File: config.mk
export PLATFORM = sky130hd
export DESIGN_NAME = rmq_div_cell
export DESIGN_NICKNAME = d
export VERILOG_FILES = /design/src/hw/rtl/rmq_pkg.sv /design/src/hw/rtl/rmq_div_cell.sv
export SDC_FILE = /design/constraint.sdc
export NUM_CORES = 1
export LEC_CHECK = 0
export BUFFER_PORTS_ARGS = -buffer_cell sky130_fd_sc_hd__buf_2
export CORE_AREA = 2 2 271 273
export CTS_CLUSTER_SIZE = 20
export DETAILED_ROUTE_END_ITERATION = 8
export DIE_AREA = 0 0 273 275
export SLEW_MARGIN = 20
export SYNTH_ARGS = -nofsm -noshare
export SYNTH_HDL_FRONTEND = slang
export SYNTH_SLANG_ARGS = --single-unit
File: constraint.sdc
create_clock -name clk_i -period 0.8 [get_ports clk_i]
set_input_delay 0.16 -clock clk_i [delete_from_list [all_inputs] [get_ports clk_i]]
set_output_delay 0.16 -clock clk_i [all_outputs]
set_load 0.01 [all_outputs]
File: src/hw/rtl/rmq_pkg.sv
// ----------------------------------------------------------------------------
// rmq_pkg: shared types for the rotation matrix to quaternion unit
// Branch codes, lane payload and default fixed point setting.
// ----------------------------------------------------------------------------
`default_nettype none

package rmq_pkg;

  // default number of fraction bits (1.0 = 2**14)
  localparam int FRACTION_BITS_DEF = 14;

  // width of a lane numerator magnitude (sum of two 16-bit values)
  localparam int LANE_MAG_W = 17;

  // number of quotient lanes
  localparam int NUM_LANES = 3;

  typedef enum logic [1:0] {
    BR_TRACE = 2'd0,
    BR_X     = 2'd1,
    BR_Y     = 2'd2,
    BR_Z     = 2'd3
  } rmq_branch_e;

  // payload that rides along every cell of the chain
  typedef struct packed {
    rmq_branch_e                                branch;
    logic                                       degen;
    logic [NUM_LANES-1:0]                       neg;
    logic [NUM_LANES-1:0][LANE_MAG_W-1:0]       mag;
  } rmq_item_t;

endpackage

`default_nettype wire

File: src/hw/rtl/rmq_div_cell.sv
// ----------------------------------------------------------------------------
// rmq_div_cell: one quotient bit of three restoring dividers
// Each lane divides its numerator by twice the root, one bit per cell.
// ----------------------------------------------------------------------------
`default_nettype none

module rmq_div_cell
  import rmq_pkg::*;
#(
  parameter int RT = FRACTION_BITS_DEF + 9,
  parameter int NB = FRACTION_BITS_DEF + 18
) (
  input  wire logic                           clk_i,
  input  wire logic                           rst_ni,
  input  wire logic                           en_i,
  input  wire logic                           valid_i,
  input  wire rmq_item_t                      item_i,
  input  wire logic [RT-1:0]                  root_i,
  input  wire logic [NUM_LANES-1:0][RT+1:0]   rem_i,
  input  wire logic [NUM_LANES-1:0][NB-1:0]   n_i,
  input  wire logic [NUM_LANES-1:0][NB-1:0]   q_i,
  output logic                                valid_o,
  output rmq_item_t                           item_o,
  output logic [RT-1:0]                       root_o,
  output logic [NUM_LANES-1:0][RT+1:0]        rem_o,
  output logic [NUM_LANES-1:0][NB-1:0]        n_o,
  output logic [NUM_LANES-1:0][NB-1:0]        q_o
);

  logic [RT+1:0]                 dd;
  logic [NUM_LANES-1:0][RT+1:0]  rem_t, rem_d, rem_q;
  logic [NUM_LANES-1:0][RT+2:0]  diff;
  logic [NUM_LANES-1:0][NB-1:0]  n_d, q_d, n_q, q_q;
  logic [RT-1:0]                 root_q;
  rmq_item_t                     item_q;
  logic                          valid_q;

  assign dd = {1'b0, root_i, 1'b0};

  // shift in the next numerator bit and subtract where it fits
  always_comb begin
    for (int i = 0; i < NUM_LANES; i++) begin
      rem_t[i] = {rem_i[i][RT:0], n_i[i][NB-1]};
      diff[i]  = {1'b0, rem_t[i]} - {1'b0, dd};
      rem_d[i] = diff[i][RT+2] ? rem_t[i] : diff[i][RT+1:0];
      q_d[i]   = {q_i[i][NB-2:0], !diff[i][RT+2]};
      n_d[i]   = {n_i[i][NB-2:0], 1'b0};
    end
  end

  always_ff @(posedge clk_i or negedge rst_ni) begin
    if (!rst_ni) begin
      valid_q <= 1'b0;
    end else if (en_i) begin
      valid_q <= valid_i;
    end
  end

  always_ff @(posedge clk_i) begin
    if (en_i && valid_i) begin
      rem_q  <= rem_d;
      q_q    <= q_d;
      n_q    <= n_d;
      root_q <= root_i;
      item_q <= item_i;
    end
  end

  assign valid_o = valid_q;
  assign item_o  = item_q;
  assign root_o  = root_q;
  assign rem_o   = rem_q;
  assign n_o     = n_q;
  assign q_o     = q_q;

endmodule

`default_nettype wire

* Word-level counts from Yosys, hierarchy flattened *
Index checks and enable logic that the tools add are counted.
Widths: inputs -> output; s select.

storage, ports and cells
  register bits after elaboration = 345
  input bits = 351
  logic and storage cells = 27
  output and inout port bits = 348

operators by class
  add/sub/neg operators = 3
  reduce and logical (&&, ||, !) cells = 4
  multiplexer cells = 3

operators with widths
  operator           number
  $sub 25x24->26     3
  $mux 25            3
  $logic_not 1->1    3
  $logic_and 1x1->1  1

* Longest topological paths before layout *
  word-level depth = 2
  gate-level depth with buffers = 13
  depth with buffers taken out = 11

* Least setup slack after synthesis *
OpenSTA, ideal clock, no wires.

  path type = in2reg
  start = input valid_i
  end = register item_q (netlist bit item_o[0]) (enable)
  data required time = 51 ps
  path buffers = 0
  path slack = -7856 ps
  cell stages on the path = 1
  library setup time = 749 ps
  data arrival time = 7907 ps
  cell sequence = and2_1

between the ends
  longest elaborated chain between the ends = 1

ends and longest elaborated chain
  what                    RTL line            RTL
  start: declaration      rmq_div_cell.sv:16  input wire logic valid_i,
  $logic_and 1x1->1       rmq_div_cell.sv:60  if (en_i && valid_i) begin
  end signal: assignment  rmq_div_cell.sv:65  item_q <= item_i;
  end: declaration        rmq_div_cell.sv:35  rmq_item_t item_q;

Every way passes these cells.
A chain may end at the register's enable or synchronous reset.

==> summary.txt <==
Logic synthesis
  – Post-synth ARST share: 0.290%
  – Distinct cells, synth: 59
  – Post-Syn Area: 0.0147 mm^2
  – Post-synth top area cell: edfxtp_1
  – Mux contribution to synthesized area: 2.59%
  – Xor/xnor share of the synthesized area: 3.40%
  – Top cells by count, synth: edfxtp_1, ha_1, a21oi_1
  – Most common cell in the netlist: edfxtp_1
  – Compound-Gate Fraction of Synth Area: 9.52%
  – Post-synth EDFFs: 344
  – Synth Area per Inst: 15.1 um^2
  – Post-Synth Simple-Gate Area: 5.93%
  – Primary FF master, synth: edfxtp_1
  – Register area share after synthesis: 70.5%
  – Post-Syn Instances: 971
  – Yosys warns: 0
  – Synth area leaders: edfxtp_1, ha_1, mux2_2
  – Synth Area in Adders: 6.29%
  – Main combinational cell family by area after synthesis: compound AO/OA/AOI/OAI gates
  – Synth top area share: 70.3%
  – Synthesized flop and latch total: 345

GRT
  – Initial antenna violation count: 35
  – First-pass GRT wire length: 94.9 mm
  – GRT Residual Overflow: 0
  – Vias in the first global route: 14.4k
  – Largest net degree at the start of global routing: 45
  – All-Layer GR Usage: 17.4%

STA
  – Max_slew headroom: 41.5%
  – Final Cycle Share: 266%
  – Worst-Margin Slew: 0.868 ns
  – Setup tns final: -251.74 ns
  – Fmax: 0.469 GHz
  – Minimum clock period: 2.13 ns
  – Clk_skew: 0 ns
  – Endpoints failing hold: 1
  – RSZ-0062 raised after global routing: true
  – Max Transition Viols Final: 0
  – PnR worst setup slack: -1.33 ns
  – Hold_ws: -0.00390 ns
  – Final Setup Violations: 420

Detailed routing
  – Total Wirelength: 70.4 mm
  – Routed len/inst: 21.5 um
  – DRT iter0 DRCs: 706
  – DR vias: 13.8k
  – DR pass1 iterations: 4
  – Vias per Instance: 4.21
  – Drc violations: 0
  – Antenna viol nets, final: 0

Power
  – Pint: 0.0395 W
  – Combinational power share: 23.4%
  – Sw Share: 27.3%
  – Clock power frac: 35.7%
  – Switching power: 0.0148 W
  – Leakage: 11.8 nW
  – Max VDD drop: 0.00166 V
  – Power per cell area: 1940 mW/mm^2
  – Share of power burned in registers: 40.9%
  – Total Power: 0.0543 W

Floorplan
  – Die width: 273 um
  – Io pins: 699
  – Initial core utilization: 20.3%
  – Die height: 275 um
  – Placement Rows: 99
  – Die area: 0.0751 mm^2
  – Core area: 0.0723 mm^2

Clocking
  – Worst-Skew Late Latency: 0.56 ns
  – CTS tree: done
  – Total CTS buffers: 41
  – Hold buffer count at CTS: 335
  – Clock Sinks: 345
  – Clk root buf: clkbuf_16
  – Max clock buf depth: 3
  – Clock Pin Slew Worst Setup and Hold Paths: 0.06 ns
  – H-Tree Depth: 2

Cells and area
  – Core Util, Final: 38.8%
  – Nets@finish: 2,695
  – Layout area overhead: 90.9%
  – Ratio of cells with drive above 1 in the final layout: 53.1%
  – Area occupied by multi-input gates: 0.00526 mm^2
  – Fin area: 0.0280 mm^2
  – Fill cells: 6,783
  – Register area: 0.0104 mm^2

Place
  – Final Wtd Congestion: 0.935
  – IO Port Bufs: 689
  – Post-detail-place hpwl: 52.7 mm
  – Placed cell area: 0.0216 mm^2

Setup path
  – Critical path type: input port to flip-flop
  – Crit path launch type: input port
  – Max FO, Critical Path: 3
  – Arrival time worst endpoint: 2.46 ns
  – Crit end category: flip-flop
  – WP data required: 1.13 ns
  – Cells on worst reg2reg path: 1
  – Reg2reg setup slack: 0.06 ns

Status
  – Status: finished with violations
  – Failing checks: hold timing, setup timing

Run
  – Max-cap violation count: 0

Worst hold path
  – Worst Hold Depth: 3
  – HP Class: input port to flip-flop
==> routing by layer <==
layer	GRT usage, %	wire [um]	vias up	share of wire [%]
met5	0	51	-	0.072
met4	7.26	3230	10	4.6
met3	3.62	4130	161	5.9
met2	34.8	38800	578	55
met1	17.3	24200	6730	34
li1	-	-	6327	-
==> power by group through the flow <==
stage | combinational [W] | sequential (W) | clock, W
final | 0.0127 | 0.0222 | 0.0194
after global routing | 0.0136 | 0.0223 | 0.0205
after CTS | 0.0122 | 0.0222 | 0.0198
after detailed placement | 0.00966 | 0.0225 | 0
after global placement | 0.00957 | 0.0225 | 0
after floorplan | 0.00395 | 0.0231 | 0
==> kinds of logic after synthesis <==
group | count (synthesis)
compound gates | 217
xor+xnor | 57
fa+ha+maj | 72
buf+inv | 58
flops | 345
mux | 34
other cells | 1
simple gates | 187
==> path summary, 6_finish.rpt <==
check / startpoint / to
worst max-delay path: root_i[2] / rem_o[74]
worst min-delay path: rem_i[44] / rem_o[45]
worst max register to register: valid_o / valid_o
worst min register to register: valid_o / valid_o
max in group asynchronous: rst_ni / valid_o
min in group asynchronous: rst_ni / valid_o
==> state kept, by name, summed over array words and instances (netlist names) <==
name     count
q_o         96
n_o         93
rem_o       75
item_o      57
root_o      23
valid_o      1
==> cell usage in the layout, fill, tap and decap left out, types with 22 or more instances in the layout <==
cell type,instances
ha_4,23
a21oi_2,26
xnor2_1,33
edfxtp_1,344
o21ai_2,22
mux2_4,26
buf_4,212
clkbuf_16,41
buf_6,93
nor2_1,28
buf_2,606
dlygate4sd3_1,335
a21oi_1,36
a21o_1,25
nand2_1,44
ha_1,44
==> what timing repair did <==
item                       4_1_cts  5_1_grt
hold endpoints to repair       334        2
pin swaps                       42       26
setup endpoints to repair      420      420
resized for setup              251      110
setup buffers                   20        8
cloned                           4        0
==> through the flow <==
step           setup WS [ns]  cells
2_1_floorplan          -2.20    973
3_3_place_gp           -2.08   2823
3_5_place_dp           -2.12   2823
4_1_cts                -1.32   3255
5_1_grt                -1.39   3270
6_report               -1.33   3279
==> area by class of cell <==
class | count | share of cell area (%)
antenna | 17 | 0.152
inverter | 38 | 0.723
clock buffer | 45 | 3.71
tap | 959 | 4.28
timing repair buffer | 1276 | 34.3
sequential | 345 | 36.9
multi-input combinational | 570 | 18.8
clock inverter | 29 | 1.20
==> critical path, stage by stage <==
cell        delay, ns
buf_8            0.08
clkinvlp_4       0.15
buf_6            0.17
ha_4             0.20
nor2b_4          0.12
o211ai_1         0.16
buf_4            0.16
a21oi_4          0.06
o31a_1           0.31
a31oi_2          0.19
buf_4            0.14
buf_6            0.10
nor3_2           0.03
mux2_4           0.26
a22o_1           0.17
(Power assumes the default switching activity.)
