### src/hw/rtl/rmq_pkg.sv
// ----------------------------------------------------------------------------
// rmq_pkg: shared types for the rotation matrix to quaternion unit
// Branch codes, lane payload and default fixed point setting.
// ----------------------------------------------------------------------------
`default_nettype none

package rmq_pkg;

  // default number of fraction bits (1.0 = 2**14)
  localparam int FRACTION_BITS_DEF = 14;

  // width of a lane numerator magnitude (sum of two 16-bit values)
  localparam int LANE_MAG_W = 17;

  // number of quotient lanes
  localparam int NUM_LANES = 3;

  typedef enum logic [1:0] {
    BR_TRACE = 2'd0,
    BR_X     = 2'd1,
    BR_Y     = 2'd2,
    BR_Z     = 2'd3
  } rmq_branch_e;

  // payload that rides along every cell of the chain
  typedef struct packed {
    rmq_branch_e                                branch;
    logic                                       degen;
    logic [NUM_LANES-1:0]                       neg;
    logic [NUM_LANES-1:0][LANE_MAG_W-1:0]       mag;
  } rmq_item_t;

endpackage

`default_nettype wire

### src/hw/rtl/rmq_sqrt_cell.sv
// ----------------------------------------------------------------------------
// rmq_sqrt_cell: one digit of the restoring square root
// Takes two radicand bits and resolves one root bit per cell.
// ----------------------------------------------------------------------------
`default_nettype none

module rmq_sqrt_cell
  import rmq_pkg::*;
#(
  parameter int RT = FRACTION_BITS_DEF + 9
) (
  input  wire logic            clk_i,
  input  wire logic            rst_ni,
  input  wire logic            en_i,
  input  wire logic            valid_i,
  input  wire rmq_item_t       item_i,
  input  wire logic [RT+1:0]   rem_i,
  input  wire logic [RT-1:0]   root_i,
  input  wire logic [2*RT-1:0] v_i,
  output logic                 valid_o,
  output rmq_item_t            item_o,
  output logic [RT+1:0]        rem_o,
  output logic [RT-1:0]        root_o,
  output logic [2*RT-1:0]      v_o
);

  logic [RT+1:0]   rem_t, trial, rem_q;
  logic [RT+2:0]   diff;
  logic            ge;
  logic [RT-1:0]   root_q;
  logic [2*RT-1:0] v_q;
  rmq_item_t       item_q;
  logic            valid_q;

  // trial subtract of the next root digit
  assign rem_t = {rem_i[RT-1:0], v_i[2*RT-1 -: 2]};
  assign trial = {root_i, 2'b01};
  assign diff  = {1'b0, rem_t} - {1'b0, trial};
  assign ge    = !diff[RT+2];

  always_ff @(posedge clk_i or negedge rst_ni) begin
    if (!rst_ni) begin
      valid_q <= 1'b0;
    end else if (en_i) begin
      valid_q <= valid_i;
    end
  end

  // advance remainder, root and remaining radicand bits
  always_ff @(posedge clk_i) begin
    if (en_i && valid_i) begin
      rem_q  <= ge ? diff[RT+1:0] : rem_t;
      root_q <= {root_i[RT-2:0], ge};
      v_q    <= {v_i[2*RT-3:0], 2'b00};
      item_q <= item_i;
    end
  end

  assign valid_o = valid_q;
  assign item_o  = item_q;
  assign rem_o   = rem_q;
  assign root_o  = root_q;
  assign v_o     = v_q;

endmodule

`default_nettype wire

### config.mk
export PLATFORM = sky130hd
export DESIGN_NAME = rmq_sqrt_cell
export DESIGN_NICKNAME = d
export VERILOG_FILES = /design/src/hw/rtl/rmq_pkg.sv /design/src/hw/rtl/rmq_sqrt_cell.sv
export SDC_FILE = /design/constraint.sdc
export NUM_CORES = 1
export LEC_CHECK = 0
export BUFFER_PORTS_ARGS = -buffer_cell sky130_fd_sc_hd__buf_2
export CORE_MARGIN = 4
export CORE_UTILIZATION = 47
export CTS_CLUSTER_DIAMETER = 100
export DETAILED_ROUTE_END_ITERATION = 7
export PLACE_DENSITY = 0.85
export SLEW_MARGIN = 20
export SYNTH_ARGS = -nofsm -noshare
export SYNTH_HDL_FRONTEND = slang
export SYNTH_SLANG_ARGS = --single-unit
export TNS_END_PERCENT = 1
### constraint.sdc
create_clock -name clk_i -period 0.8 [get_ports clk_i]
set_input_delay 0.16 -clock clk_i [delete_from_list [all_inputs] [get_ports clk_i]]
set_output_delay 0.16 -clock clk_i [all_outputs]
set_load 0.005 [all_outputs]
Word level (Yosys, flattened, before mapping)
Cells that the tools add are included.

Add/subtract/negate cells: 1. Mux-type cells: 1. Reductions and logical operators: 2.

Operator list (number): 25-bit by 25-bit subtractor with 26-bit output (1); 25-bit two-way mux (1); 1-bit logical AND (1); 1-bit logical NOT (1).

Register bits: 150. Logic and storage cells: 14. Bits of input ports: 155.

Logic depth before layout (Yosys ltp)
Gate-level depths: netlist of run 1.

Depth after elaboration: 2. Depth in mapped cells: 12. Mapped depth without buffers: 8.

Worst setup path after synthesis of run 1
Ideal clock, no wire load.

Path kind: input to register. From: input valid_i. To: register item_q (netlist bit item_o[0]) (enable). Data arrival time: 3.561 ns. Library setup time: 0.526 ns. Stages on the path: 1. Setup slack: -3.287 ns. Path buffers: 0. Cell sequence: and2_1.

Longest elaborated chain between the ends: 1.

RTL lines: from (decl) (RTL line rmq_sqrt_cell.sv:15) `input wire logic valid_i,`; 1-bit logical AND (RTL line rmq_sqrt_cell.sv:51) `if (en_i && valid_i) begin`; to (signal assigned) (RTL line rmq_sqrt_cell.sv:55) `item_q <= item_i;`; to (decl) (RTL line rmq_sqrt_cell.sv:32) `rmq_item_t item_q;`.

No other way between the ends. A chain may end at the register's enable or synchronous reset.

Worst setup path after layout of run 1
From: input root_i[1]. To: register rem_q[18], in the netlist rem_o[18], data pin.

Longest elaborated chain between the ends: 2.

RTL lines: from (decl) (RTL line rmq_sqrt_cell.sv:18) `input wire logic [RT-1:0] root_i,`; 25-bit by 25-bit subtractor with 26-bit output (RTL line rmq_sqrt_cell.sv:38) `assign diff = {1'b0, rem_t} - {1'b0, trial};`; 25-bit two-way mux (RTL line rmq_sqrt_cell.sv:52) `rem_q <= ge ? diff[RT+1:0] : rem_t;`; to (signal assigned) (RTL line rmq_sqrt_cell.sv:52); to (decl) (RTL line rmq_sqrt_cell.sv:27) `logic [RT+1:0] rem_t, trial, rem_q;`.

No other way between the ends.

==> reports/results.tsv, run 1 <==
stage	metric	value	unit
status	status	finished with violations	
status	violations	negative setup slack	
global_route	grt_pass1_wl	38620	um
drt	first_pass_iters	5	
placement	dp_hpwl	15750	um
placement	port_buffers	302	
synthesis	ys.flop_type	edfxtp_1	
sta	slew_viol_final	0	
drt	postRouteAntennaNets	0	
synthesis	yosysSeqAreaShare	69.19	%
global_route	top_usage_layer	met2	
sta	max_freq	490.3	MHz
setup_path	critical_path_class	in -> reg	
clocking	numCtsBuffers	17	
global_route	grt_use_total	32.22	%
cells_and_area	layout.nets	1158	
clocking	cts.clk_slew.worst_paths	60	ps
setup_path	worstSetupEndpointType	register	
synthesis	synth_edf_count	149	
clocking	root_buffer	clkbuf_16	
synthesis	synth_top_area_share	68.81	%
setup_path	cpPeakStageDelay	380	ps
placement	place_congestion	0.9111	
synthesis	ys_types	61	
drt	viasPerCell	5.429	
global_route	use_met2	59.72	%
floorplanning	io_pins	307	
global_route	met3_usage	7.663	%
placement	dpl_cell_area	9134	um2
floorplanning	core-area	13400	um2
synthesis	syn-mean-instance-area	15.09	um2
floorplanning	die-area	15780	um2
clocking	htree_levels	4	
synthesis	synth_area	6502	um2
power_and_ir_drop	power.total	0.02269	W
sta	finalSetupViolCount	176	
setup_path	crit_path_top_delay_cell	or3_1	
clocking	cts_tree	done	
setup_path	crit_chain	buf_2 -> inv_1 -> ha_2 -> or3_1 -> o22ai_2 -> o221a_4 -> o21a_1 -> o21a_1 -> bufbuf_16 -> mux2_4	
setup_path	worstPathArrival	2210	ps
cells_and_area	final_cells	1170	
sta	rsz0062_at_grt	true	
min_path	hp-class	in -> reg	
placement	dp_cells	1008	
clocking	clockBufferDepth	2	
global_route	grt_pass1_vias	6645	
sta	hold_viol	0	
setup_path	crit_fanout	10	
setup_path	cp_common_cell	o21a_1	
setup_path	worst-path-buf-inv	3	
drt	route.detailed.drc	0	
synthesis	ys_ff_latch	150	
floorplanning	start_util	48.52	%
floorplanning	chipHeight	125.6	um
sta	timing.slew.headroom	65.41	%
drt	vias	6352	
global_route	use_met1	34.08	%
synthesis	syn_inst	431	
clocking	cts_sinks	150	
global_route	grt_overflow_total	0	
setup_path	path_delay_family	compound AO/OA/AOI/OAI gates	
drt	drt_wl_total	26730	um
power_and_ir_drop	p_leak	4.918	nW
drt	wire_per_inst	22.85	um
sta	fin_skew	0	ps
setup_path	critPathRequiredTime	970	ps
floorplanning	rows	42	
cells_and_area	area_delta_synth_final	73.00	%
sta	finalWorstSetupSlack	-1240	ps
sta	min_period	2040	ps
synthesis	ys_async_sr_fraction	0.6667	%
synthesis	yosysWarnings	0	
power_and_ir_drop	powerDensity	2017	nW/um2
cells_and_area	drive_gt1_share	51.46	%
setup_path	cp-start-kind	input pin	
drt	first_iter_violations	540	
clocking	insertion_delay	420	ps
power_and_ir_drop	peakVddDrop	1.509	mV
floorplanning	die_width	125.6	um
sta	whs	17.63	ps
synthesis	netlist_top_cells_count	edfxtp_1, inv_1, ha_1, nand2_1, a21oi_1	
global_route	grt_max_degree	62	
sta	post-route-period-util	255.0	%
sta	max_slew.worst_pin.slew	513.4	ps
synthesis	yosysTopAreaCell	edfxtp_1	
cells_and_area	fin_area	11250	um2
global_route	antenna_found_initial	3	
synthesis	yosysMostFrequentCell	edfxtp_1	
run	maxCapViolCount	0	
synthesis	synth_area_leaders	edfxtp_1, ha_1, inv_1	
==> layer usage <==
layer,wire (um),up-vias
met5,0,-
met4,1208,0
met3,2048,87
met2,14310,393
met1,9167,3109
li1,-,2763
==> cells by family (layout without fill, tap and decap cells) <==
group                    count (synthesis)  in the layout  synth area share (%)
AO/OA/AOI/OAI                           99             99                 11.39
XOR/XNOR                                15             15                 2.020
adder cells (fa/ha/maj)                 24             24                 4.618
buffers and inverters                   52            611                 3.752
flip-flops                             150            150                 69.19
multiplexers                            17             17                 3.310
other                                    1              5               0.05767
AND/OR/NAND/NOR                         73             73                 5.657
==> power by group <==
group          switching (W)  leakage, nW  total (W)  internal, W
Combinational        0.00220         3.23    0.00474      0.00254
Clock                0.00349        0.284    0.00841      0.00492
Sequential          0.000207         1.41    0.00954      0.00933
Total                0.00590         4.92     0.0227       0.0168
==> metrics by stage <==
stage	setup WS, ps	utilization [%]	setup TNS, ps
3_5_place_dp	-1717	68.16	-81150
6_report	-1240	83.95	-77090
2_1_floorplan	-1541	-	-164620
5_1_grt	-1333	83.95	-82650
4_1_cts	-1211	82.99	-73560
3_3_place_gp	-1716	68.16	-78740
==> sequential cells by signal (all words and copies together), names as in the netlist <==
signal   count
item_o      57
v_o         44
rem_o       25
root_o      23
valid_o      1
==> worst paths after layout <==
check                          start         to  slack, ps  cells past startpoint
setup / recovery           root_i[1]  rem_o[18]      -1240                     10
hold / removal               valid_i    valid_o         20                      2
setup reg to reg             valid_o    valid_o         30                      1
hold reg to reg              valid_o    valid_o        540                      1
max in group asynchronous     rst_ni    valid_o        650                      2
min in group asynchronous     rst_ni    valid_o         60                      2
==> cell type report <==
type	instances	area, um2
clock buffers	17	425.4
flip-flops and latches	150	4499
diodes	3	7.507
repair buffers	547	3794
well taps	176	220.2
clock inverters	14	173.9
multi-input cells	230	2006
inverters	33	123.9
fillers	667	2151
==> what timing repair did <==
action,4_1_cts,5_1_grt
resized for setup,21,17
setup endpoints to repair,176,176
gates cloned,1,0
setup buffers,1,2
pin swaps,6,4
hold endpoints to repair,124,0
hold buffers,124,0
==> cells in the final DEF (no fill, tap or decap), types with 6 or more instances in the layout <==
cell,count
buf_2,302
edfxtp_1,149
dlygate4sd3_1,124
buf_4,111
inv_1,31
nand2_1,21
clkbuf_16,17
a21oi_1,16
ha_1,13
nor2_1,12
xnor2_1,11
o21a_1,10
o21ai_0,9
o211ai_1,9
nor3_1,8
mux2_2,8
ha_4,8
buf_12,8
nand4_1,7
mux2_4,7
o31ai_2,6
Note: power is estimated with default switching activity, not from simulation.
==> inputs of run 2 (changes only) <==
clock period = 2 ns   (was 0.8 ns; I/O delays follow)
==> run 2 against run 1 <==
Effect of this change: the flow still finishes with violations (negative setup slack); power is 62% lower; sequential power is 60% lower; wire length is 23% lower; hold slack better by 140 ps; critical path depth is 1 lower; sequential share of layout area is 5.8 points higher; clock power is 61% lower; die area stayed put; global-route usage is 6.6 points lower; critical path type unchanged.
==> reports/results.tsv, run 2 (synthesis gave the netlist of run 1 again) <==
stage	metric	value	unit	change
clocking	numCtsBuffers	17		unchanged
cells_and_area	fillers	851		+28%
setup_path	crit_fanout	3		-7
sta	max_slew.worst_pin.slew	513.3	ps	-0.02849 ps
clocking	clockBufferDepth	2		unchanged
placement	place_ws	-890.7	ps	+826.7 ps
power_and_ir_drop	pwr-share-comb	18.2	%	-2.7 points
power_and_ir_drop	powerDensity	877.2	nW/um2	-57%
placement	dp_cells	997		-1.1%
cells_and_area	n_antenna_cell	0		-3
drt	postRouteAntennaNets	0		unchanged
drt	viasPerCell	5.309		-2.2%
cells_and_area	layout.nets	1020		-12%
power_and_ir_drop	p_int	0.006508	W	-61%
floorplanning	io_pins	307		unchanged
min_path	hp-class	in -> reg		
cells_and_area	layout_commonest_cell	buf_2		
drt	route.detailed.drc	0		unchanged
drt	wire_per_inst	20.10	um	-12%
global_route	grt_max_degree	63		+1.6%
sta	slew_viol_final	0		unchanged
clocking	cts.clk_slew.worst_paths	60	ps	about the same
power_and_ir_drop	p_seq_share	44.0	%	+2.0 points
floorplanning	rows	42		unchanged
sta	min_period	2282	ps	
floorplanning	die_width	125.6	um	unchanged
sta	max_freq	438.3	MHz	
setup_path	cp-start-kind	input pin		
drt	first_iter_violations	371		-31%
sta	post-route-period-util	114.1	%	
sta	hold_viol	0		unchanged
sta	finalWorstSetupSlack	-281.7	ps	+958.0 ps
clocking	insertion_delay	410	ps	about the same
cells_and_area	area_delta_synth_final	51.20	%	
setup_path	reg2reg_slack	1230	ps	+1200 ps
global_route	grt_pass1_vias	5629		-15%
status	violations	negative setup slack		
setup_path	critical_path_class	in -> reg		
placement	port_buffers	302		unchanged
sta	whs	153.1	ps	+135.5 ps
clocking	htree_levels	4		unchanged
sta	timing.slew.headroom	65.42	%	about the same
drt	drt_wl_total	20700	um	-23%
power_and_ir_drop	switchingPower	0.002117	W	-64%
global_route	grt_use_total	25.67	%	-6.6 points
sta	finalSetupViolCount	21		-88%
global_route	grt_overflow_total	0		unchanged
global_route	antenna_found_initial	0		-3
run	maxCapViolCount	0		unchanged
drt	first_pass_iters	5		unchanged
cells_and_area	drive_gt1_share	57.49	%	+6.0 points
clocking	cts_tree	done		
power_and_ir_drop	peakVddDrop	0.7742	mV	-49%
cells_and_area	largest_register_ffs	57		unchanged
power_and_ir_drop	switching_share	24.55	%	-1.4 points
cells_and_area	fin_area	9832	um2	-13%
placement	dp_hpwl	15740	um	about the same
sta	rsz0062_at_grt	true		
cells_and_area	layout_common_cells	buf_2, edfxtp_1, buf_4		
status	status	finished with violations		
floorplanning	core-area	13400	um2	unchanged
floorplanning	start_util	48.52	%	unchanged
drt	vias	5468		-14%
setup_path	worstSetupEndpointType	register		
setup_path	critPathRequiredTime	2160	ps	+1190 ps
floorplanning	die-area	15780	um2	unchanged
clocking	root_buffer	clkbuf_16		
floorplanning	chipHeight	125.6	um	unchanged
power_and_ir_drop	p_leak	4.309	nW	-12%
clocking	cts_sinks	150		unchanged
power_and_ir_drop	clockPowerShare	37.8	%	+0.7 points
setup_path	worstPathArrival	2440	ps	+230 ps
cells_and_area	final_cells	1030		-12%
global_route	grt_pass1_wl	31160	um	-19%
placement	place_congestion	0.9537		+4.7%
placement	dpl_cell_area	8954	um2	-2.0%
sta	fin_skew	0	ps	unchanged
==> run 2: cell type report <==
cell class / instances / area, um2 / share of cell area (%)
timing repair buffer: 409 / 2364 / 24.04
multi-input combinational: 230 / 2022 / 20.57
tap: 176 / 220.2 / 2.240
clock buffer: 18 / 429.2 / 4.365
inverter: 33 / 123.9 / 1.260
sequential: 150 / 4499 / 45.76
clock inverter: 14 / 173.9 / 1.769
==> run 2: critical path: stages <==
cell and delay, ps:
buf_6 100, inv_2 60, ha_4 200, a21o_1 170
a211o_1 300, o211a_1 270, o41a_1 370, o311a_1 310
mux2_4 270
==> run 2: per-layer routing <==
layer	track usage [%]	part of all wire (%)	vias to the layer above
li1	-	-	2482
met1	28.16	35	2639
met2	48.27	55	290
met3	5.631	6.7	57
met4	9.758	3.2	0
met5	0	0	-
==> run 2: through the flow <==
stage / TNS (ps) / power [W] / utilization (%)
after floorplan: -13650 / 0.004511 / -
after global placement: -17170 / 0.005256 / 66.82
after detailed placement: -17850 / 0.005307 / 66.82
after global routing: -4567 / 0.008990 / 73.37
after CTS: -3314 / 0.008615 / 72.30
final: -3213 / 0.008625 / 73.37
==> run 2: timing repair <==
| action | in CTS | in global routing |
|---|---|---|
| resized for setup | 16 | 22 |
| buffers inserted | 0 | 0 |
| endpoints found under the setup margin | 26 | 26 |
| pin swaps | 10 | 4 |
| endpoints found under the hold margin | 1 | 0 |
| hold buffers | 1 | 0 |
==> run 2: power groups by stage <==
stage | combinational [W] | clock (W) | sequential [W]
finish | 0.00157 | 0.00326 | 0.00379
global route | 0.00168 | 0.00350 | 0.00381
CTS | 0.00152 | 0.00330 | 0.00379
detailed placement | 0.00145 | 0 | 0.00385
global placement | 0.00142 | 0 | 0.00384
floorplan | 0.000621 | 0 | 0.00389
==> run 2: final timing paths <==
kind / to / start / cells after the start
min: v_o[19] / v_i[17] / 1
min in group asynchronous: valid_o / rst_ni / 2
max reg2reg: valid_o / valid_o / 1
min reg2reg: valid_o / valid_o / 1
max in group asynchronous: valid_o / rst_ni / 2
max: rem_o[18] / root_i[3] / 9
