`config.mk`:
```
export PLATFORM = sky130hd
export DESIGN_NAME = rmq_front
export DESIGN_NICKNAME = d
export VERILOG_FILES = /design/src/hw/rtl/rmq_pkg.sv /design/src/hw/rtl/rmq_front.sv
export SDC_FILE = /design/constraint.sdc
export NUM_CORES = 1
export LEC_CHECK = 0
export BUFFER_PORTS_ARGS = -buffer_cell sky130_fd_sc_hd__buf_4
export CORE_UTILIZATION = 35
export DETAILED_ROUTE_END_ITERATION = 10
export GPL_TIMING_DRIVEN = 0
export SYNTH_ARGS = -nofsm -noshare
export SYNTH_HDL_FRONTEND = slang
export SYNTH_SLANG_ARGS = --single-unit
```
`constraint.sdc`:
```
create_clock -name clk_i -period 0.8 [get_ports clk_i]
set_clock_uncertainty 0.1 [all_clocks]
set_input_delay 0.04 -clock clk_i [delete_from_list [all_inputs] [get_ports clk_i]]
set_output_delay 0.04 -clock clk_i [all_outputs]
set_load 0.02 [all_outputs]
```
`src/hw/rtl/rmq_pkg.sv`:
```
// ----------------------------------------------------------------------------
// rmq_pkg: shared types for the rotation matrix to quaternion unit
// Branch codes, lane payload and default fixed point setting.
// ----------------------------------------------------------------------------
`default_nettype none

package rmq_pkg;

  // default number of fraction bits (1.0 = 2**14)
  localparam int FRACTION_BITS_DEF = 14;

  // width of a lane numerator magnitude (sum of two 16-bit values)
  localparam int LANE_MAG_W = 17;

  // number of quotient lanes
  localparam int NUM_LANES = 3;

  typedef enum logic [1:0] {
    BR_TRACE = 2'd0,
    BR_X     = 2'd1,
    BR_Y     = 2'd2,
    BR_Z     = 2'd3
  } rmq_branch_e;

  // payload that rides along every cell of the chain
  typedef struct packed {
    rmq_branch_e                                branch;
    logic                                       degen;
    logic [NUM_LANES-1:0]                       neg;
    logic [NUM_LANES-1:0][LANE_MAG_W-1:0]       mag;
  } rmq_item_t;

endpackage

`default_nettype wire

```
`src/hw/rtl/rmq_front.sv`:
```
// ----------------------------------------------------------------------------
// rmq_front: branch selection and radicand stage
// Picks the branch, forms the radicand and the three lane numerators.
// ----------------------------------------------------------------------------
`default_nettype none

module rmq_front
  import rmq_pkg::*;
#(
  parameter int FB = FRACTION_BITS_DEF,
  parameter int RT = FB + 9
) (
  input  wire logic               clk_i,
  input  wire logic               rst_ni,
  input  wire logic               en_i,
  input  wire logic               valid_i,
  input  wire logic signed [15:0] r00_i,
  input  wire logic signed [15:0] r10_i,
  input  wire logic signed [15:0] r20_i,
  input  wire logic signed [15:0] r01_i,
  input  wire logic signed [15:0] r11_i,
  input  wire logic signed [15:0] r21_i,
  input  wire logic signed [15:0] r02_i,
  input  wire logic signed [15:0] r12_i,
  input  wire logic signed [15:0] r22_i,
  output logic                    valid_o,
  output rmq_item_t               item_o,
  output logic [2*RT-1:0]         v_o
);

  localparam int SW   = FB + 19;
  localparam int RADB = SW - 1;

  logic signed [SW-1:0] one_s, e00, e11, e22, trace_s, rad_s;
  logic signed [16:0]   d21m12, d02m20, d10m01, s10p01, s02p20, s21p12;
  logic signed [16:0]   lane [NUM_LANES];
  rmq_branch_e          br;
  rmq_item_t            item_d, item_q;
  logic [2*RT-1:0]      v_d, v_q;
  logic                 valid_q;

  assign one_s = SW'(1) << FB;
  assign e00   = SW'(r00_i);
  assign e11   = SW'(r11_i);
  assign e22   = SW'(r22_i);
  assign trace_s = one_s + e00 + e11 + e22;

  assign d21m12 = 17'(r21_i) - 17'(r12_i);
  assign d02m20 = 17'(r02_i) - 17'(r20_i);
  assign d10m01 = 17'(r10_i) - 17'(r01_i);
  assign s10p01 = 17'(r10_i) + 17'(r01_i);
  assign s02p20 = 17'(r02_i) + 17'(r20_i);
  assign s21p12 = 17'(r21_i) + 17'(r12_i);

  // choose branch, radicand and lanes in order of the non-diagonal slots
  always_comb begin
    priority if (trace_s > 0) begin
      br      = BR_TRACE;
      rad_s   = trace_s;
      lane[0] = d21m12;
      lane[1] = d02m20;
      lane[2] = d10m01;
    end else if (r00_i > r11_i && r00_i > r22_i) begin
      br      = BR_X;
      rad_s   = one_s + e00 - e11 - e22;
      lane[0] = s10p01;
      lane[1] = s02p20;
      lane[2] = d21m12;
    end else if (r11_i > r22_i) begin
      br      = BR_Y;
      rad_s   = one_s + e11 - e00 - e22;
      lane[0] = s10p01;
      lane[1] = s21p12;
      lane[2] = d02m20;
    end else begin
      br      = BR_Z;
      rad_s   = one_s + e22 - e00 - e11;
      lane[0] = s02p20;
      lane[1] = s21p12;
      lane[2] = d10m01;
    end
  end

  // split lanes into sign and magnitude
  always_comb begin
    item_d.branch = br;
    item_d.degen  = rad_s[SW-1] || (rad_s == '0);
    for (int i = 0; i < NUM_LANES; i++) begin
      item_d.neg[i] = lane[i][16];
      item_d.mag[i] = lane[i][16] ? LANE_MAG_W'(-lane[i]) : LANE_MAG_W'(lane[i]);
    end
  end

  assign v_d = {rad_s[RADB-1:0], {FB{1'b0}}};

  // hold control state
  always_ff @(posedge clk_i or negedge rst_ni) begin
    if (!rst_ni) begin
      valid_q <= 1'b0;
    end else if (en_i) begin
      valid_q <= valid_i;
    end
  end

  // advance payload
  always_ff @(posedge clk_i) begin
    if (en_i && valid_i) begin
      item_q <= item_d;
      v_q    <= v_d;
    end
  end

  assign valid_o = valid_q;
  assign item_o  = item_q;
  assign v_o     = v_q;

endmodule

`default_nettype wire

```
After elaboration in Yosys (flattened, before gate mapping)
Index checks and enable logic that the tools add are counted.
Word-level totals
  register bits after elaboration: 90
  input port bits: 148
  output and inout port bits: 104
Operators by class
  reductions and logical operators: 5
  $add $sub $neg: 20
  $lt $le $gt $ge: 4
  mux-type cells: 11
Operator list (count)
  $mux W51: 3
  $mux W33: 3
  $sub A18 B16 Y19: 3
  $sub A17 B16 Y18: 3
  $add A16 B16 Y17: 3
  $add A16 B16 Y17 const A: 3
  $neg A17 Y17: 3
  $sub A16 B16 Y17: 3
  $gt A16 B16 Y1: 3
  $mux W16: 3
  $gt A33 B1 Y1 const B: 1
  $logic_not A33 Y1: 1
  $add A18 B16 Y19: 1
  $add A17 B16 Y18: 1
  $logic_and A1 B1 Y1: 2
  $mux W1: 2
  $reduce_or A2 Y1: 1
  $logic_or A1 B1 Y1: 1

Longest topological paths before layout
Gate-level depths: netlist (run 1).
  depth after elaboration: 8
  depth in mapped cells: 28
  mapped depth without buffers: 23

Worst setup path before layout (run 1)
OpenSTA, ideal clock, no wires.
  path type: input-to-reg
  start: in r00_i[0]
  end: reg item_q (netlist bit item_o[10]) (data pin)
  cell stages on the path: 27
  arrival time: 5008 ps
  library setup time: 259 ps
  path buffers: 5
  slack: -4567 ps
  required time: 441 ps
  path through: inv_1 > fa_1 > inv_1 > ha_1 > inv_1 > fa_1 > nor2b_1 > o211ai_1 > a21oi_1 > nor2_1 > xnor2_1 > or4_4 > a2111oi_4 > o211ai_4 > buf_6 > buf_6 > buf_2 > clkbuf_1 > buf_2 > o21a_1 > inv_1 > ha_1 > inv_1 > nor4_4 > nand2_1 > o21ai_1 > xnor2_1
RTL lines
  from (decl): RTL line rmq_front.sv:17  | input wire logic signed [15:0] r00_i,
  to (signal assigned): RTL line rmq_front.sv:108  | item_q <= item_d;
  to (decl): RTL line rmq_front.sv:38  | rmq_item_t item_d, item_q;

==> results.md, run 1 <==
- The met2 wire length is 29500 um.
- The parity-gate share of the synthesized area counting xor and xnor cells is 8.86%.
- The critical path contains buffers and inverters numbering 10 combined.
- The proportion of synthesized flip-flops having asynchronous set or reset is 1.30%.
- The area share of the leading cell type in the synthesized netlist is 21.1%.
- The number of violations of the max-capacitance limit is 0.
- In this run the worst path has a maximum fanout of 4.
- The overall die area is 0.0489 mm2.
- The slowest stage cell on the critical path is fa_1.
- The flow ran to the end, but the final reports show violations.
- The final instance count without filler cells is 3014.
- The detailed-routing wirelength on met1 is 27700 um.
- The library cell appearing most often on the critical path is buf_12.
- The mapped cell area is 0.0168 mm2.
- Along the worst hold path, the cell count comes to 2.
- Adding up every negative setup slack in the final design gives -315.56 ns.
- In this run the deepest clock path goes through 2 buffers.
- The transition time at the pin with the least slew margin is 1.22 ns.
- The initial antenna violation count is 1.
- The remaining design rule violation count is 0.
- In this run, flip-flops and latches consume 13.9% of the power.
- The final weighted congestion of routability-driven global placement is 0.931.
- Leaving out fill and tap cells, the most frequent cells in the layout are 274 x ha_1, 223 x buf_4, 208 x inv_1, 162 x nor2_1, 148 x buf_6.
- The headroom to the max-slew limit is 17.6%.
- The CTS clock-pin slew for the worst setup and hold paths is 0.06 ns.
- The number of vias after detailed routing is 16300.
- Setup repair after global routing could not meet its margin everywhere.
- The fraction of the mapped netlist area in adder cells is 30.6%.
- The logic gate share of total power is 78.0%.
- The first global-routing pass estimated 95500 um of wire.
- By area the synthesized netlist is led by ha_1 21%, edfxtp_1 14%, fa_1 9.4%.
- The share of final-layout standard cells stronger than drive strength 1 is 27.3%.
- The area growth from synthesis to layout is 36.6%.
- Wires add up to 62400 um.
- The most instantiated flip-flop cell in the synthesis netlist is edfxtp_1.
- For this design the total switching power over the nets is 23.2 mW.
- Data on the critical path is required at its endpoint by 0.89 ns.
- The critical path startpoint category is an input pin.
- The number of global-route vias before repair is 16500.
- The sequential cells in the finished layout cover a total of 0.00231 mm2.
- Counting buffers and inverters, the worst setup path is 27 cells deep.
- The worst path in the final design needs a cycle of 5.13 ns, including I/O delays and setup.
- The number of placed instances, taps included, is 2876.
- The floorplan die width is 221 um.
- Global routing used 25.3% of the available tracks across all layers.
- The commonest non-fill, non-tap cell in the layout is ha_1.
- The origin of the critical flop-to-flop path is valid_o.
- The minimum hold slack is -0.135 ns.
- By startpoint and endpoint, the worst setup path is classified as in -> reg.
- TritonCTS built the clock tree.
- Net switching is 48.3% of the power.
- The count of endpoints failing hold in the final timing report is 1.
- For this configuration, the core starts out at a cell density of 35.8%.
- The class of the most critical hold timing path is in -> reg.
- After synthesis, flip-flops and latches occupy 13.7% of the total area.
- The kind of capture point of the worst setup path is a flop.
- For this design, the CTS-stage hold fixing added 2 buffers.
- After synthesis, the largest family of logic cells by area is adder cells.
- The critical path data arrival time is 5.22 ns.
- The later pin in the worst-skew pair is clocked with a latency of 0.36 ns.
- The number of cells on the worst reg-to-reg path is 1.
- The clock net in this run drives a total of 77 sinks.
- The largest total area in the synthesized netlist belongs to ha_1.
- The total number of placement rows is 79.
- The core area is 0.0470 mm2.
- The delay of the slowest cell on the worst path is 0.58 ns.
- The final worst-path cycle share is 641%.
- The number of top-level pins is 252.
- The synthesized netlist contains 96 unique library cells.
- The simple-gate share of the synthesized area is 15.4%.
- The TritonCTS buffer count is 9.
- The count of warnings emitted by yosys is 0.
- Tracing the worst setup path back leads to its startpoint at r00_i[1].
- The sum of overflow across all layers after global routing is 0.
- Of the total power, the clock network draws 8.1%.
- The checks that failed: hold timing, setup timing.
- The antenna violation net count after detailed routing is 0.
- In this run the number of H-tree levels came out at 3.
- Detailed placement finished with a half-perimeter wire length of 49900 um.
- The final worst-path setup slack is -4.33 ns.
- The internal portion of the total power is 24.7 mW.
- The cell family contributing the most delay on the critical path is compound AO/OA/AOI/OAI gates.
- The top routing layer in use is met4.
- Buffers placed on the I/O ports in this run total 237.
- The total power per unit cell area is 2090 mW/mm2.
- The worst IR drop on VDD is 1210 uV.
- The number of filler instances in the final layout is 4408.
- The net total in the final layout is 2913.
- The number of detailed-routing iterations run before antenna repair is 9.
- In the final layout, the multi-input gates occupy 0.0145 mm2.
- The count of flip-flops with a built-in enable after synthesis is 76.
- After synthesis the netlist holds a flip-flop and latch count of 77.
- The average wire per cell in the routed design is 20.7 um.
- Entering global routing, the biggest net connects 39 pins.
- Multiplexer cells account for 2.73% of the synthesized area.
- The detailed router finished its first iteration with 1315 violations.
- The routed wire length on met3 is 3480 um.
- Dividing the detail-routed via count by the number of cells gives 5.40.
- Setup violations remaining at the end of the flow were counted as 167.
- Based on the critical path, the design can be clocked at up to 195 MHz.
- The instance count of the mapped netlist is 2019.
- The overall die height is 221 um.
- Clock tree synthesis selected as its root buffer the cell clkbuf_16.
- The cell leakage power is 10.3 nW.
- The area fraction in compound gates after synthesis is 20.6%.
- The average footprint of a synthesized cell is 8.32 um2.
- The number of max-slew violations in the final report came to 0.
- The start point of the worst min-delay path is valid_i.
## synthesized netlist by cell type, types with 8 or more instances
| master | instances |
|---|---|
| mux2_2 | 10 |
| xnor2_1 | 122 |
| nor4b_1 | 9 |
| or3_1 | 20 |
| o211ai_1 | 13 |
| o31ai_1 | 13 |
| nand2_1 | 93 |
| o41ai_1 | 9 |
| nor2b_1 | 34 |
| ha_1 | 284 |
| mux2i_1 | 33 |
| o21bai_1 | 21 |
| nor3_1 | 52 |
| a31oi_1 | 31 |
| a21o_1 | 25 |
| fa_1 | 79 |
| o22a_1 | 8 |
| clkbuf_1 | 40 |
| nand3_1 | 33 |
| nor2_1 | 176 |
| o21a_1 | 26 |
| nand2b_1 | 28 |
| and2_1 | 13 |
| xor2_1 | 48 |
| a21oi_1 | 158 |
| a221oi_1 | 8 |
| and3_1 | 11 |
| buf_1 | 9 |
| nor4_1 | 9 |
| buf_2 | 13 |
| edfxtp_1 | 76 |
| o21ai_0 | 81 |
| o22ai_1 | 14 |
| inv_1 | 233 |
| buf_4 | 27 |
| a211oi_1 | 29 |
## cell type report
class	count	share of cell area, %
multi-input cells	1631	63.0
repair buffers	359	15.0
clock buffers	9	0.981
plain buffers	90	3.45
clock inverters	6	0.169
inverters	234	4.05
well taps	607	3.31
diodes	1	0.0109
flip-flops and latches	77	10.1
## kinds of logic (layout without fill, tap and decap cells)
| family | count (synthesis) | after routing |
|---|---|---|
| AO/OA/AOI/OAI | 520 | 520 |
| XOR/XNOR | 170 | 170 |
| adder cells (fa/ha/maj) | 363 | 363 |
| buffers and inverters | 326 | 698 |
| flip-flops | 77 | 77 |
| multiplexers | 44 | 44 |
| other | 1 | 15 |
| AND/OR/NAND/NOR | 518 | 520 |
## metal layers
| layer | vias up | global-route usage, % |
|---|---|---|
| li1 | 7772 | - |
| met1 | 7897 | 33.4 |
| met2 | 525 | 42.4 |
| met3 | 92 | 3.39 |
| met4 | 0 | 8.17 |
| met5 | - | 0 |
## path summary, 6_finish.rpt
check | to | slack [ns]
max | item_o[12] | -4.33
min | valid_o | -0.13
max reg2reg | valid_o | -0.08
min reg2reg | valid_o | 0.44
max in group asynchronous | valid_o | 0.08
min in group asynchronous | valid_o | 0.41
## sequential cells by signal (all words and copies together) (netlist names)
| signal | flops |
|---|---|
| valid_o | 1 |
| v_o | 19 |
| item_o | 57 |
## repair_timing
| item | CTS | global route |
|---|---|---|
| pin swaps | 81 | 13 |
| setup buffers | 110 | 7 |
| cloned | 5 | 0 |
| resized for setup | 395 | 37 |
| endpoints found under the hold margin | 2 | 1 |
| endpoints found under the setup margin | 243 | 224 |
## stage by stage
step	worst slack [ns]	power, mW	util, %	area, um2
2_1_floorplan	-4.09	25.8	-	17300
3_3_place_gp	-6.26	34.8	42.2	19800
3_5_place_dp	-6.25	35.1	42.2	19800
4_1_cts	-4.21	46.6	48.4	22700
5_1_grt	-4.46	50.5	48.9	23000
6_report	-4.33	47.9	48.9	23000
## power by group through the flow
stage	clock (mW)	sequential [mW]	combinational, mW
detailed placement	0	6.64	28.4
floorplan	0	7.56	18.2
global route	4.08	6.75	39.7
finish	3.89	6.67	37.3
global placement	0	6.63	28.2
CTS	3.97	6.71	35.9
No activity file was read; power rests on OpenSTA's default activity.
==> run 2: changes to the inputs <==
- BUFFER_PORTS_ARGS: -buffer_cell sky130_fd_sc_hd__buf_4 -> unset
- CTS_BUF_LIST: unset -> sky130_fd_sc_hd__clkbuf_4 sky130_fd_sc_hd__clkbuf_8
- DONT_BUFFER_PORTS: unset -> 1
==> run 2 against run 1 <==
Against the previous run: the run ends with setup timing left; cell count shrank 8.9%; sequential power grew 16%; global-route usage shrank 0.88 points; critical endpoint is now item_o[54]; highest routed layer unchanged.
==> results.md, run 2 (synthesis gave the netlist of run 1 again) <==
- Result of the run: finished, violations left (unchanged).
- Failing checks: setup timing (was hold timing, setup timing).
- The number of violations of the max-capacitance limit is 0 (unchanged).
- The final HPWL from detailed placement is 48800 um (was 49900 um).
- The final worst-path cycle share came to 615% (was 641%).
- The share of final-layout standard cells stronger than drive strength 1 is 17.9% (was 27.3%).
- The source-to-sink clock delay at the later pin of the worst-skew pair is 0.40 ns (was 0.36 ns).
- The final worst-path setup slack was -4.12 ns (was -4.33 ns).
- The worst IR drop on VDD came to 997 uV (was 1210 uV).
- The antenna violation net count after detailed routing was 0 (unchanged).
- The global-route wire length before repair is 91500 um (was 95500 um).
- The initial antenna violation count came to 2 (was 1).
- The start point of the worst min-delay path is r01_i[0] (was valid_i).
- Commonest non-fill, non-tap cells in the layout: 274 x ha_1, 210 x inv_1, 162 x nor2_1, 136 x a21oi_1, 111 x xnor2_1 (was 274 x ha_1, 223 x buf_4, 208 x inv_1, 162 x nor2_1, 148 x buf_6).
- The total wire length is 61100 um (was 62400 um).
- The remaining design rule violation count is 0 (unchanged).
- The pin count of the biggest net entering global routing is 39 (unchanged).
- The floorplan die width came to 221 um (unchanged).
- The number of max-slew violations in the final report came to 0 (unchanged).
- Unrepaired setup endpoints after global routing: true (unchanged).
- The core area is 0.0470 mm2 (unchanged).
- The total power consumption of the routed design is 42.6 mW (was 47.9 mW).
- The overall die area came to 0.0489 mm2 (unchanged).
- The critical path data arrival time is 5.06 ns (was 5.22 ns).
- The total number of placement rows came to 79 (unchanged).
- The number of detailed-routing iterations run before antenna repair is 6 (was 9).
- The average wire per cell in the routed design is 22.3 um (was 20.7 um).
- The clock root buffer master is clkbuf_8 (was clkbuf_16).
- The number of top-level pins is 252 (unchanged).
- The start point of the critical path is r00_i[9] (was r00_i[1]).
- The kind of capture point of the worst setup path was a flop (unchanged).
- The post-synthesis to final-layout area growth is 20.0% (was 36.6%).
- The cell area after layout is 0.0202 mm2 (was 0.0230 mm2).
- The CTS sink count is 77 (unchanged).
- The TritonCTS buffer count was 9 (unchanged).
- The number of global-route vias before repair is 15300 (was 16500).
- The minimum hold slack is 0.0359 ns (was -0.135 ns).
- The critical path startpoint category is an input pin (unchanged).
- The standard cell area after detailed placement is 0.0180 mm2 (was 0.0198 mm2).
- The CTS clock-pin slew for the worst setup and hold paths came to 0.08 ns (was 0.06 ns).
- The origin of the critical flop-to-flop path is valid_o (unchanged).
- The cell leakage power was 8.78 nW (was 10.3 nW).
- The average vias per placed instance is 5.57 (was 5.40).
- The pre-CTS setup slack is -5.91 ns (was -6.25 ns).
- The overall die height is 221 um (unchanged).
- The detailed router's first-iteration violation count is 1268 (was 1315).
- The number of vias after detailed routing is 15300 (was 16300).
- The net total in the final layout is 2644 (was 2913).
- The clock tree from TritonCTS is done (unchanged).
- The class of the most critical hold timing path is in -> reg (unchanged).
- The minimum clock period is 4.92 ns (was 5.13 ns).
- The required time at the endpoint of the critical path is 0.94 ns (was 0.89 ns).
- The total setup violations reported at the end of the flow is 166 (was 167).
- The maximum fanout along the worst path is 9 (was 4).
- The number of buffers on the longest clock path is 2 (unchanged).
- The commonest non-fill, non-tap cell in the layout is ha_1 (unchanged).
- The sum of overflow across all layers after global routing is 0 (unchanged).
- The total power per unit cell area was 2110 mW/mm2 (was 2090 mW/mm2).
- The headroom to the max-slew limit is 34.7% (was 17.6%).
- The highest clock rate is 203 MHz (was 195 MHz).
- The transition time at the pin with the least slew margin is 0.965 ns (was 1.22 ns).
- The number of flip-flops under the largest register name is 57 (unchanged).
- The final weighted congestion of routability-driven global placement is 0.955 (was 0.931).
- The port buffer count was 0 (was 237).
- The count of endpoints failing hold in the final timing report was 0 (was 1).
- The global-route usage over all layers is 24.4% (was 25.3%).
- The starting density of the core is 35.8% (unchanged).
- The worst setup path category is in -> reg (unchanged).
- The maximum level of the CTS H-tree was 3 (unchanged).
==> run 2: final timing paths <==
| path | depth (start not counted) | slack, ns | end |
|---|---|---|---|
| max | 17 | -4.12 | item_o[54] |
| min | 2 | 0.04 | item_o[34] |
| max reg2reg | 1 | -0.15 | valid_o |
| min reg2reg | 1 | 0.52 | valid_o |
| max in group asynchronous | 2 | 0.20 | valid_o |
| min in group asynchronous | 2 | 0.28 | valid_o |
==> run 2: routing by layer <==
metal / vias to the layer above / share of wire [%] / track usage [%]
li1: 7224 / - / -
met1: 7385 / 43 / 31.5
met2: 603 / 47 / 40.8
met3: 97 / 7.4 / 4.57
met4: 0 / 3.0 / 8.08
met5: - / 0 / 0
==> run 2: area by class of cell <==
cell class              instances  area (um2)
multi-input cells            1630       14300
flip-flops and latches         77        2310
plain buffers                  91         795
fillers                      4538       26800
diodes                          2        5.00
clock inverters                 7        73.8
repair buffers                 90         871
clock buffers                   9         124
inverters                     234         927
well taps                     607         759
==> run 2: metrics by stage <==
step	cells	setup TNS [ns]	utilization (%)
CTS	2726	-292.97	41.8
global placement	2639	-439.20	38.4
detailed placement	2639	-437.49	38.4
floorplan	2032	-293.19	-
global route	2747	-313.07	42.9
finish	2747	-301.22	42.9
==> run 2: power breakdown <==
part           switching (mW)  internal [mW]  leakage [nW]  total (mW)
Combinational            18.2           13.3          7.96        31.5
Clock                    1.84           1.46         0.105        3.31
Sequential               1.60           6.16         0.714        7.76
==> run 2: what timing repair did <==
action	4_1_cts	5_1_grt
cloned	3	1
buffers inserted	65	18
setup endpoints to repair	242	166
resized for setup	194	78
hold buffers	4	0
pin swaps	45	36
endpoints found under the hold margin	3	0
==> run 2: critical path, stage by stage <==
cell and delay (ns):
fa_2 0.65, ha_4 0.25, a21o_1 0.19, a21oi_1 0.16
o221ai_1 0.22, or2_4 0.34, a211o_1 0.32, or4_4 0.46
a2111oi_4 0.38, o211ai_4 0.17, buf_12 0.17, buf_4 0.21
mux2i_2 0.21, nor4_2 0.33, nand4_1 0.26, or4_4 0.50
o31ai_2 0.18
==> run 3: changes to the inputs <==
- BUFFER_PORTS_ARGS: unset -> -buffer_cell sky130_fd_sc_hd__buf_4
- DONT_BUFFER_PORTS: 1 -> unset
==> run 3 against run 2 <==
Against the previous run: the run ends with hold timing, setup timing left; cell count grew 10%; sequential power shrank 14%; design area is 14% higher; global-route usage increased by 0.65 points; combinational power up 21%; non-clock buffer count is 277 higher; sequential cell count unchanged; first-iteration DRC count is 1.7% lower; die area unchanged; largest cell class unchanged; highest routed layer unchanged.
==> results.md, run 3 (synthesis gave the netlist of run 1 again) <==
- The clock tree from TritonCTS is done (unchanged).
- The setup slack of the most critical reg-to-reg path is -0.20 ns (was -0.15 ns).
- The number of vias after detailed routing is 16400 (was 15300).
- The detailed router's first-iteration violation count is 1247 (was 1268).
- The fraction of power spent switching nets is 49.2% (was 50.9%).
- The number of detailed-routing iterations run before antenna repair came to 7 (was 6).
- The port buffer count is 237 (was 0).
- The number of hold buffers added after CTS is 3 (was 4).
- The antenna violation net count after detailed routing came to 0 (unchanged).
- The final worst-path setup slack was -4.31 ns (was -4.12 ns).
- The count of endpoints failing hold in the final timing report was 1 (was 0).
- The overall die area came to 0.0489 mm2 (unchanged).
- The final weighted congestion of routability-driven global placement is 0.931 (was 0.955).
- The cell area after layout is 0.0230 mm2 (was 0.0202 mm2).
- Failing checks: hold timing, setup timing (was setup timing).
- The final worst-path cycle share is 639% (was 615%).
- The number of global-route vias before repair is 16400 (was 15300).
- The CTS sink count is 77 (unchanged).
- The minimum hold slack was -0.0897 ns (was 0.0359 ns).
- The total wire length is 63200 um (was 61100 um).
- The net total in the final layout came to 2923 (was 2644).
- The logic gate share of total power is 80.0% (was 74.0%).
- The headroom to the max-slew limit is 4.01% (was 34.7%).
- The pin count of the biggest net entering global routing is 77 (was 39).
- The cell internal power dissipation was 24.1 mW (was 20.9 mW).
- The number of top-level pins is 252 (unchanged).
- The starting density of the core was 35.8% (unchanged).
- The core area is 0.0470 mm2 (unchanged).
- The CTS clock-pin slew for the worst setup and hold paths came to 0.09 ns (was 0.08 ns).
- The critical path data arrival time was 5.25 ns (was 5.06 ns).
- The final core utilization was 49.0% (was 42.9%).
- The cell leakage power is 10.3 nW (was 8.78 nW).
- The total power consumption of the routed design is 47.4 mW (was 42.6 mW).
- The highest clock rate is 196 MHz (was 203 MHz).
- The number of violations of the max-capacitance limit is 0 (unchanged).
- The remaining design rule violation count is 0 (unchanged).
- The number of flip-flops under the largest register name is 57 (unchanged).
- The number of filler instances in the final layout is 4413 (was 4538).
- The average wire per cell in the routed design is 20.9 um (was 22.3 um).
- The minimum clock period is 5.11 ns (was 4.92 ns).
- The fraction of power consumed by sequential logic is 14.0% (was 18.2%).
- The maximum fanout along the worst path is 4 (was 9).
- The transition time at the pin with the least slew margin is 1.42 ns (was 0.965 ns).
- The net switching power is 23.3 mW (was 21.7 mW).
- The critical path startpoint category is an input pin (unchanged).
- The average vias per placed instance is 5.41 (was 5.57).
- Result of the run: finished, violations left (unchanged).
- The required time at the endpoint of the critical path is 0.94 ns (about the same).
- The overall die height is 221 um (unchanged).
- The global-route usage over all layers is 25.0% (was 24.4%).
- The clock root buffer master is clkbuf_8 (unchanged).
- The share of final-layout standard cells stronger than drive strength 1 is 28.0% (was 17.9%).
- The number of buffers on the longest clock path was 2 (unchanged).
- The TritonCTS buffer count is 9 (unchanged).
- The standard cell area after detailed placement is 0.0198 mm2 (was 0.0180 mm2).
- The global-route wire length before repair is 94700 um (was 91500 um).
- The maximum level of the CTS H-tree is 3 (unchanged).
- The total setup violations reported at the end of the flow is 167 (was 166).
- The worst setup path category is in -> reg (unchanged).
- The fraction of power consumed by the clock network is 5.9% (was 7.8%).
- The class of the most critical hold timing path is in -> reg (unchanged).
- The number of max-slew violations in the final report is 0 (unchanged).
- The final HPWL from detailed placement is 49900 um (was 48800 um).
- The final instance count without filler cells is 3024 (was 2747).
- The initial antenna violation count is 1 (was 2).
- The commonest non-fill, non-tap cell in the layout was ha_1 (unchanged).
- Commonest non-fill, non-tap cells in the layout: 274 x ha_1, 232 x buf_4, 209 x inv_1, 161 x nor2_1, 146 x buf_6 (was 274 x ha_1, 210 x inv_1, 162 x nor2_1, 136 x a21oi_1, 111 x xnor2_1).
- The floorplan die width was 221 um (unchanged).
- The kind of capture point of the worst setup path is a flop (unchanged).
- The total negative slack for setup checks is -316.45 ns (was -301.22 ns).
- The source-to-sink clock delay at the later pin of the worst-skew pair is 0.40 ns (about the same).
- The number of cells in the design after placement was 2876 (was 2639).
- The post-synthesis to final-layout area growth was 36.8% (was 20.0%).
- The sum of overflow across all layers after global routing is 0 (unchanged).
- Unrepaired setup endpoints after global routing: true (unchanged).
- The pre-CTS setup slack is -6.25 ns (was -5.91 ns).
- The total number of placement rows was 79 (unchanged).
- The total power per unit cell area is 2060 mW/mm2 (was 2110 mW/mm2).
- The worst IR drop on VDD is 1090 uV (was 997 uV).
==> run 3: layer usage <==
metal  wire (um)  vias to the layer above  part of all wire (%)  global-route usage [%]
met5           0                        -                     0                       0
met4        1860                        0                   2.9                    7.76
met3        3680                       92                   5.8                    3.28
met2       30000                      527                    47                    42.2
met1       27700                     7957                    44                    33.1
li1            -                     7778                     -                       -
==> run 3: area by class of cell <==
cell class / count / area (um2) / share of cell area, %
Multi-Input combinational cell: 1632 / 14600 / 63.3
Clock buffer: 9 / 124 / 0.539
Sequential cell: 77 / 2310 / 10.0
Buffer: 90 / 787 / 3.42
Antenna cell: 1 / 2.50 / 0.0109
Clock inverter: 6 / 38.8 / 0.169
Inverter: 234 / 928 / 4.04
Tap cell: 607 / 759 / 3.30
Timing Repair Buffer: 368 / 3490 / 15.2
==> run 3: repair_timing <==
| action | 4_1_cts | 5_1_grt |
|---|---|---|
| setup endpoints to repair | 243 | 243 |
| cloned | 2 | 3 |
| endpoints found under the hold margin | 2 | 1 |
| pin swaps | 82 | 11 |
| buffers inserted | 113 | 13 |
| resized for setup | 350 | 93 |
==> run 3: critical path, stage by stage <==
cell and delay, ns:
buf_12 0.10, fa_1 0.58, ha_4 0.15, inv_2 0.04, fa_2 0.38, nor2b_4 0.15
o211ai_1 0.15, a21oi_2 0.34, nor3_2 0.07, a2bb2oi_1 0.16, or4_4 0.56, a2111oi_4 0.39
o211ai_4 0.15, buf_12 0.17, buf_12 0.12, buf_12 0.12, clkbuf_16 0.13, buf_12 0.12
o21a_1 0.19, inv_2 0.07, ha_4 0.14, inv_4 0.04, nor4_4 0.23, buf_6 0.17
nand2_4 0.06, o21ai_2 0.16, xor2_1 0.22
==> run 3: worst paths after layout <==
path | start | end | cells past startpoint
setup / recovery | r00_i[1] | item_o[12] | 27
hold / removal | en_i | valid_o | 2
setup reg to reg | valid_o | valid_o | 2
hold reg to reg | valid_o | valid_o | 2
max in group asynchronous | rst_ni | valid_o | 3
min in group asynchronous | rst_ni | valid_o | 3
==> run 3: power groups by stage <==
stage	Clock [mW]	Combinational [mW]	Sequential, mW
after floorplan	0	18.2	7.56
after global placement	0	28.2	6.63
after CTS	2.87	35.9	6.63
after global routing	2.96	40.3	6.73
final	2.81	38.0	6.66
after detailed placement	0	28.4	6.64
